## src/hdl/tds_pkg.sv

```systemverilog
package tds_pkg;

	localparam int NUM_TASKS = 16;
	localparam int ID_W      = $clog2(NUM_TASKS);
	localparam int CNT_W     = $clog2(NUM_TASKS + 1);

	// commands
	localparam logic [2:0] CMD_ATTACH   = 3'd0;
	localparam logic [2:0] CMD_DEPEND   = 3'd1;
	localparam logic [2:0] CMD_START    = 3'd2;
	localparam logic [2:0] CMD_FORCE    = 3'd3;
	localparam logic [2:0] CMD_COMPLETE = 3'd4;

	// event kinds
	localparam logic [2:0] EV_WAIT   = 3'd0;
	localparam logic [2:0] EV_EXEC   = 3'd1;
	localparam logic [2:0] EV_DISP   = 3'd2;
	localparam logic [2:0] EV_DONE   = 3'd3;
	localparam logic [2:0] EV_FULL   = 3'd4;
	localparam logic [2:0] EV_REJECT = 3'd5;

	// per-task states
	localparam logic [2:0] ST_READY     = 3'd0;
	localparam logic [2:0] ST_WAITING   = 3'd1;
	localparam logic [2:0] ST_FORCED    = 3'd2;
	localparam logic [2:0] ST_EXECUTING = 3'd3;
	localparam logic [2:0] ST_COMPLETE  = 3'd4;
	localparam logic [2:0] ST_FREE      = 3'd5;

	// step flag bit positions
	localparam int FL_WAIT = 0;
	localparam int FL_EXEC = 1;
	localparam int FL_DISP = 2;

endpackage

```

## src/hdl/task_dependency_scoreboard.sv

```systemverilog
// Task dependency scoreboard. Holds up to NUM_TASKS tasks and the matrix of
// which task waits on which. A command word is taken when start is high and
// busy is low; busy then stays high until the cycle in which the command's
// closing word is on the event ports, and drops in that cycle. Event words
// leave one per cycle at most, each valid for exactly one cycle while
// event_strobe is high; the receiver cannot stall them, so it must sink every
// strobed word. Every command ends with one word with last set (done, table
// full or rejected). A single sequencer reads one row of the state tables
// per cycle: complete examines one dependent per cycle, and force walks
// predecessors depth first through a path stack, trying one predecessor bit
// per cycle for each task it visits. Dependency matrix rows and step flags
// of an id are only valid once the id has been attached.
module task_dependency_scoreboard (
	input  logic       clk,
	input  logic       arst_n,
	input  logic       start,
	output logic       busy,
	input  logic [2:0] command,
	input  logic [3:0] target_id,
	input  logic [3:0] before_id,
	input  logic       has_waiting_step,
	input  logic       has_execute_step,
	input  logic       has_dispose_step,
	output logic       event_strobe,
	output logic [2:0] event_kind,
	output logic [3:0] event_task,
	output logic       last
);
	import tds_pkg::*;

	typedef enum logic [3:0] {
		S_IDLE, S_DECODE, S_DEP2, S_START2, S_FVISIT, S_FVISIT2,
		S_FSCAN, S_REL, S_DISP, S_DONE
	} fsm_t;

	fsm_t fsm_q;

	// latched command word
	logic [2:0]  cmd_q;
	logic [3:0]  tgt_q;
	logic [3:0]  bef_q;
	logic [2:0]  fl_in_q;

	// task tables
	logic [2:0]           state_q [NUM_TASKS];
	logic [NUM_TASKS-1:0] free_q;
	logic [NUM_TASKS-1:0] waits_q [NUM_TASKS];
	logic [NUM_TASKS-1:0] blocks_q [NUM_TASKS];
	logic [2:0]           flags_q [NUM_TASKS];

	// force path stack: id and next predecessor bit to try
	logic [ID_W-1:0]  stk_id_q [NUM_TASKS];
	logic [CNT_W-1:0] stk_b_q  [NUM_TASKS];
	logic [CNT_W-1:0] sp_q;
	logic [ID_W-1:0]  visit_q;

	// complete scan
	logic [NUM_TASKS-1:0] scan_q;
	logic [ID_W-1:0]      rel_b_q;

	// event output register
	logic       ev_stb_q;
	logic [2:0] ev_kind_q;
	logic [3:0] ev_task_q;
	logic       ev_last_q;

	// single read port over the tables
	logic [ID_W-1:0]      rd_idx;
	logic [2:0]           rd_state;
	logic [NUM_TASKS-1:0] rd_wmap;
	logic [2:0]           rd_flags;
	logic [ID_W-1:0]      top;
	logic [CNT_W-1:0]     top_b;
	logic [ID_W-1:0]      tgt_i;
	logic [ID_W-1:0]      bef_i;
	logic                 tgt_bad;
	logic                 bef_bad;
	logic [ID_W-1:0]      free_id;
	logic [NUM_TASKS-1:0] rel_new;

	assign tgt_i   = tgt_q[ID_W-1:0];
	assign bef_i   = bef_q[ID_W-1:0];
	assign tgt_bad = (CNT_W'(tgt_q) >= CNT_W'(NUM_TASKS));
	assign bef_bad = (CNT_W'(bef_q) >= CNT_W'(NUM_TASKS));
	assign top     = ID_W'(sp_q - CNT_W'(1));
	assign top_b   = stk_b_q[top];

	always_comb begin
		unique case (fsm_q)
			S_DEP2: begin
				rd_idx = bef_i;
			end
			S_FVISIT, S_FVISIT2: begin
				rd_idx = visit_q;
			end
			S_FSCAN: begin
				rd_idx = stk_id_q[top];
			end
			S_REL: begin
				rd_idx = rel_b_q;
			end
			default: begin
				rd_idx = tgt_i;
			end
		endcase
	end

	assign rd_state = state_q[rd_idx];
	assign rd_wmap  = waits_q[rd_idx];
	assign rd_flags = flags_q[rd_idx];
	assign rel_new  = rd_wmap & ~(NUM_TASKS'(1) << tgt_i);

	// lowest free id
	always_comb begin
		free_id = '0;
		for (int i = NUM_TASKS - 1; i >= 0; i--) begin
			if (free_q[i]) begin
				free_id = ID_W'(i);
			end
		end
	end

	always_ff @(posedge clk or negedge arst_n) begin
		if (!arst_n) begin
			fsm_q    <= S_IDLE;
			free_q   <= '1;
			sp_q     <= '0;
			ev_stb_q <= 1'b0;
			for (int i = 0; i < NUM_TASKS; i++) begin
				state_q[i] <= ST_FREE;
			end
		end else begin
			ev_stb_q <= 1'b0;
			unique case (fsm_q)
				S_IDLE: begin
					if (start) begin
						cmd_q   <= command;
						tgt_q   <= target_id;
						bef_q   <= before_id;
						fl_in_q <= {has_dispose_step, has_execute_step, has_waiting_step};
						fsm_q   <= S_DECODE;
					end
				end
				S_DECODE: begin
					ev_stb_q  <= 1'b1;
					ev_last_q <= 1'b1;
					ev_task_q <= tgt_q;
					fsm_q     <= S_IDLE;
					if (cmd_q == CMD_ATTACH) begin
						if (free_q == '0) begin
							ev_kind_q <= EV_FULL;
							ev_task_q <= '0;
						end else begin
							free_q[free_id]   <= 1'b0;
							state_q[free_id]  <= ST_READY;
							waits_q[free_id]  <= '0;
							blocks_q[free_id] <= '0;
							flags_q[free_id]  <= fl_in_q;
							ev_kind_q         <= EV_DONE;
							ev_task_q         <= 4'(free_id);
						end
					end else if (cmd_q > CMD_COMPLETE || tgt_bad) begin
						ev_kind_q <= EV_REJECT;
					end else begin
						unique case (cmd_q)
							CMD_DEPEND: begin
								if (bef_bad || bef_q == tgt_q || rd_state != ST_READY) begin
									ev_kind_q <= EV_REJECT;
								end else begin
									ev_stb_q <= 1'b0;
									fsm_q    <= S_DEP2;
								end
							end
							CMD_START: begin
								ev_stb_q <= 1'b0;
								if (rd_state == ST_READY) begin
									state_q[tgt_i] <= ST_WAITING;
									ev_stb_q       <= rd_flags[FL_WAIT];
									ev_last_q      <= 1'b0;
									ev_kind_q      <= EV_WAIT;
									fsm_q          <= S_START2;
								end else begin
									fsm_q <= S_DONE;
								end
							end
							CMD_FORCE: begin
								ev_stb_q <= 1'b0;
								visit_q  <= tgt_i;
								fsm_q    <= S_FVISIT;
							end
							default: begin
								if (rd_state != ST_EXECUTING) begin
									ev_kind_q <= EV_REJECT;
								end else begin
									ev_stb_q       <= 1'b0;
									state_q[tgt_i] <= ST_COMPLETE;
									scan_q         <= blocks_q[tgt_i];
									rel_b_q        <= '0;
									fsm_q          <= S_REL;
								end
							end
						endcase
					end
				end
				S_DEP2: begin
					if (rd_state < ST_COMPLETE) begin
						waits_q[tgt_i][bef_i]  <= 1'b1;
						blocks_q[bef_i][tgt_i] <= 1'b1;
					end
					fsm_q <= S_DONE;
				end
				S_START2: begin
					if (rd_wmap == '0) begin
						state_q[tgt_i] <= ST_EXECUTING;
						ev_stb_q       <= rd_flags[FL_EXEC];
						ev_last_q      <= 1'b0;
						ev_kind_q      <= EV_EXEC;
						ev_task_q      <= tgt_q;
					end
					fsm_q <= S_DONE;
				end
				S_FVISIT: begin
					if (rd_state >= ST_FORCED) begin
						fsm_q <= (sp_q == '0) ? S_DONE : S_FSCAN;
					end else begin
						if (rd_state == ST_READY) begin
							state_q[visit_q] <= ST_WAITING;
							ev_stb_q         <= rd_flags[FL_WAIT];
							ev_last_q        <= 1'b0;
							ev_kind_q        <= EV_WAIT;
							ev_task_q        <= 4'(visit_q);
						end
						fsm_q <= S_FVISIT2;
					end
				end
				S_FVISIT2: begin
					if (rd_wmap == '0) begin
						state_q[visit_q] <= ST_EXECUTING;
						ev_stb_q         <= rd_flags[FL_EXEC];
						ev_last_q        <= 1'b0;
						ev_kind_q        <= EV_EXEC;
						ev_task_q        <= 4'(visit_q);
						fsm_q            <= (sp_q == '0) ? S_DONE : S_FSCAN;
					end else begin
						state_q[visit_q]          <= ST_FORCED;
						stk_id_q[sp_q[ID_W-1:0]] <= visit_q;
						stk_b_q[sp_q[ID_W-1:0]]  <= '0;
						sp_q                      <= sp_q + CNT_W'(1);
						fsm_q                     <= S_FSCAN;
					end
				end
				S_FSCAN: begin
					if (top_b == CNT_W'(NUM_TASKS)) begin
						// frame exhausted: return to parent
						sp_q  <= sp_q - CNT_W'(1);
						fsm_q <= (sp_q == CNT_W'(1)) ? S_DONE : S_FSCAN;
					end else begin
						stk_b_q[top] <= top_b + CNT_W'(1);
						if (rd_wmap[top_b[ID_W-1:0]]) begin
							visit_q <= top_b[ID_W-1:0];
							fsm_q   <= S_FVISIT;
						end
					end
				end
				S_REL: begin
					if (scan_q[rel_b_q] && rd_wmap[tgt_i]) begin
						waits_q[rel_b_q] <= rel_new;
						if (rel_new == '0 &&
							(rd_state == ST_WAITING || rd_state == ST_FORCED)) begin
							state_q[rel_b_q] <= ST_EXECUTING;
							ev_stb_q         <= rd_flags[FL_EXEC];
							ev_last_q        <= 1'b0;
							ev_kind_q        <= EV_EXEC;
							ev_task_q        <= 4'(rel_b_q);
						end
					end
					rel_b_q <= rel_b_q + ID_W'(1);
					if (rel_b_q == ID_W'(NUM_TASKS - 1)) begin
						fsm_q <= S_DISP;
					end
				end
				S_DISP: begin
					ev_stb_q       <= rd_flags[FL_DISP];
					ev_last_q      <= 1'b0;
					ev_kind_q      <= EV_DISP;
					ev_task_q      <= tgt_q;
					state_q[tgt_i] <= ST_FREE;
					free_q[tgt_i]  <= 1'b1;
					fsm_q          <= S_DONE;
				end
				default: begin
					ev_stb_q  <= 1'b1;
					ev_last_q <= 1'b1;
					ev_kind_q <= EV_DONE;
					ev_task_q <= tgt_q;
					fsm_q     <= S_IDLE;
				end
			endcase
		end
	end

	assign busy         = (fsm_q != S_IDLE);
	assign event_strobe = ev_stb_q;
	assign event_kind   = ev_kind_q;
	assign event_task   = ev_task_q;
	assign last         = ev_last_q;

endmodule

```

## config.mk

```make
export PLATFORM = sky130hd
export DESIGN_NAME = task_dependency_scoreboard
export DESIGN_NICKNAME = d
export VERILOG_FILES = /design/src/hdl/tds_pkg.sv /design/src/hdl/task_dependency_scoreboard.sv
export SDC_FILE = /design/constraint.sdc
export NUM_CORES = 2
export LEC_CHECK = 0
export BUFFER_PORTS_ARGS = -buffer_cell sky130_fd_sc_hd__buf_2
export CAP_MARGIN = 10
export CELL_PAD_IN_SITES_DETAIL_PLACEMENT = 1
export CELL_PAD_IN_SITES_GLOBAL_PLACEMENT = 1
export CORE_MARGIN = 10
export CORE_UTILIZATION = 30
export CTS_CLUSTER_DIAMETER = 100
export DETAILED_ROUTE_END_ITERATION = 6
export GPL_TIMING_DRIVEN = 0
export PLACE_DENSITY_LB_ADDON = 0.1
export SLEW_MARGIN = 20
export SYNTH_ARGS = -nofsm -noshare
export SYNTH_HDL_FRONTEND = slang
export SYNTH_SLANG_ARGS = --single-unit
```

## constraint.sdc

```tcl
create_clock -name clk -period 11.5 [get_ports clk]
set_clock_uncertainty 0.1 [all_clocks]
set_input_delay 1.725 -clock clk [delete_from_list [all_inputs] [get_ports clk]]
set_output_delay 1.725 -clock clk [all_outputs]
set_load 0.02 [all_outputs]
```

==> results_dict.tcl <==
set metrics [dict create \
    min_period_ns 9.338 \
    hold_violations 0 \
    tritoncts_num_sinks 824 \
    num_rows 134 \
    antenna_found_initial 3 \
    core-area_um2 133800 \
    start_util_pct 30.24 \
    slew_headroom_pct 15.52 \
    p_sw_share_pct 45.55 \
    cts_resized 0 \
    hold_buffers 0 \
    initialDrtViolationCount 2957 \
    dr_total_vias 30450 \
    die_w_um 387.2 \
    hold_path.class "flip-flop to flip-flop" \
    ioPinCount 27 \
    synth_top_cells_by_area "edfxtp_1 56%, mux4_2 11%, o21ai_0 5.0%" \
    cp-start-kind "flip-flop" \
    fin_cells 5235 \
    cts_tree "built" \
    grt_pass1_wl_um 242100 \
    synth_ff_type "edfxtp_1" \
    r2r-end "waits_q[13][13]" \
    layout_common_cells "750 x edfxtp_1, 420 x nor2_1, 377 x o21ai_0" \
    gp_congestion 0.9322 \
    setup_viol 0 \
    synth_top_area_share_pct 55.66 \
    numCtsBuffers 98 \
    portBuffers 26 \
    ys_seq_elements 824 \
    final_nets 3427 \
    status "finished clean" \
    cts_max_level 3 \
    p_int_mw 6.643 \
    hold_path_startpoint "sp_q[4]" \
    drtPass1Iterations 5 \
    rrSetupSlack_ns 2.16 \
    p_per_area_nw_per_um2 263.8 \
    syn-num-nets 3278 \
    async_reset_ff_share_pct 8.981 \
    power_frac_seq_pct 30.2 \
    ir_drop_uv 124.3 \
    cts-root-buf "clkbuf_16" \
    drv_slew 0 \
    worstSkewPairLatency_ns 0.74 \
    gr-usage-all-layers_pct 22.13 \
    rsz0062_at_grt "false" \
    reg2reg_from "sp_q[0]" \
    setup_tns_ns 0 \
    reg2regPathDepth 22 \
    p_comb_share_pct 45.0 \
    design.die.area_um2 150000 \
    syn-cell-area_um2 40460 \
    globalRouteOverflowTotal 0 \
    endpoint_kind "flip-flop" \
    viasPerCell 5.817 \
    p_leak_nw 14.93 \
    seq_area_frac_synth_pct 60.39 \
    synthCells 3247 \
    worst_ep_arrival_time_ns 9.64 \
    placed_cells 5063 \
    crit_fanout 10 \
    final_cell_area_um2 46250 \
    mostFrequentLayoutCell "edfxtp_1" \
    tightestPinTransition_ns 1.262 \
    synthDistinctLibCells 90 \
    cap_violations 0 \
    synth_edf_count 750 \
    wl_um 171100 \
    grt_pass1_vias 31680 \
    area_growth_pct 14.32 \
    diodes 0 \
    p_clk_share_pct 24.8 \
    postRouteAntennaNets 0 \
    die_height_um 387.2 \
    p_sw_mw 5.558 \
    clk_pin_slew_worst_paths_ns 0.06 \
    period_share_pct 81.20 \
    grt_max_degree 87 \
    drive_above_1_share_pct 15.37 \
    drc 0 \
    fmax_mhz 107.1 \
    syn_area_per_cell_um2 12.46 \
    post_dp_cell_area_um2 43210 \
    holdPathStages 1 \
    wl_per_cell_um 32.69 \
    min_to "sp_q[4]" \
    postCtsSetupRepairBufs 0 \
    hpwlAfterDp_um 125300 \
    cts_buffer_depth 3 \
    ys_warn_count 0 \
    synth.largest_area_cell "edfxtp_1" \
    worstPathRequired_ns 11.80 \
    crit_type "flip-flop to flip-flop" \
]
[worst max path at each step]
stage / end / startpoint / slack [ns] / cells past startpoint
finish: waits_q[13][13] / sp_q[0] / 2.16 / 22
CTS: waits_q[13][13] / sp_q[0] / 2.07 / 22
global placement: waits_q[13][13] / sp_q[0] / -5.90 / 19
global route: waits_q[13][13] / sp_q[0] / 1.83 / 22
detailed placement: waits_q[13][13] / sp_q[0] / 2.11 / 22
floorplan: blocks_q[13][13] / sp_q[0] / 1.55 / 19
[cell usage after synthesis (all sizes together) (44+ instances only)]
master    n
and2     51
buf      65
o21ai   449
a21oi   158
nand3    61
mux4    190
dfstp    48
edfxtp  750
mux2i    44
a22oi    44
clkbuf  179
nand2   270
nor2    430
[worst max-delay path, stage by stage (launching register included)]
cell and delay [ns]:
dfrtp_1 0.39, buf_6 0.18, buf_6 0.22, buf_4 0.28, clkinv_1 0.35, ha_1 0.59, buf_2 0.36, buf_2 0.38
mux4_2 0.34, mux2_2 0.34, o221ai_4 0.63, buf_2 0.49, mux4_2 0.40, a22oi_1 0.60, a21oi_1 0.14, a2111oi_0 0.43
a211oi_1 0.13, nand4_1 0.38, clkbuf_1 0.46, nor2_1 0.25, nand2_1 0.43, clkbuf_1 0.64, o21ai_0 0.41
[state kept, by name, summed over array words and instances (netlist names), 5 cells and up, named ones only]
signal / cells
blocks_q: 256
waits_q: 256
stk_b_q: 80
stk_id_q: 64
flags_q: 48
free_q: 16
scan_q: 16
state_q: 16
sp_q: 5
[per-stage QoR]
step                      worst slack, ns  power [mW]  hold slack [ns]  util (%)
after CTS                           2.070       12.18           0.3837     34.56
final                               2.162       12.20           0.3835     34.57
after global placement             -5.895       9.080           0.3645     31.99
after floorplan                     1.549       6.621           0.3459         -
after detailed placement            2.110       9.134           0.3717     32.30
after global routing                1.829       12.65           0.3989     34.57
[cell families after synthesis]
kind of cell	count (synthesis)	share of synthesized area (%)
AND/OR/NAND/NOR	949	10.19
AO/OA/AOI/OAI	918	13.71
adder cells (fa/ha/maj)	14	0.4329
XOR/XNOR	16	0.3927
flip-flops	824	60.39
buffers and inverters	283	2.972
multiplexers	243	11.91
[power groups by stage]
stage | Clock [mW] | Sequential [mW] | Combinational, mW
CTS | 3.09 | 3.67 | 5.42
finish | 3.03 | 3.68 | 5.50
global placement | 0 | 3.75 | 5.33
floorplan | 0 | 3.69 | 2.93
detailed placement | 0 | 3.73 | 5.40
global route | 3.21 | 3.69 | 5.75
[routing by layer]
layer | share of wire (%) | vias up | track usage [%]
li1 | - | 12800 | -
met1 | 44 | 16190 | 30.35
met2 | 46 | 1200 | 35.40
met3 | 6.5 | 262 | 3.526
met4 | 3.4 | 2 | 7.604
met5 | 0.0058 | - | 0
[area by class of cell]
| cell class | count | area (µm²) |
|---|---|---|
| repair buffers | 49 | 416.7 |
| fillers | 14260 | 87540 |
| plain buffers | 244 | 1070 |
| well taps | 1768 | 2212 |
| inverters | 39 | 146.4 |
| clock buffers | 132 | 2643 |
| flip-flops and latches | 824 | 24430 |
| multi-input cells | 2140 | 14950 |
| clock inverters | 39 | 381.6 |
(Power assumes the default switching activity.)
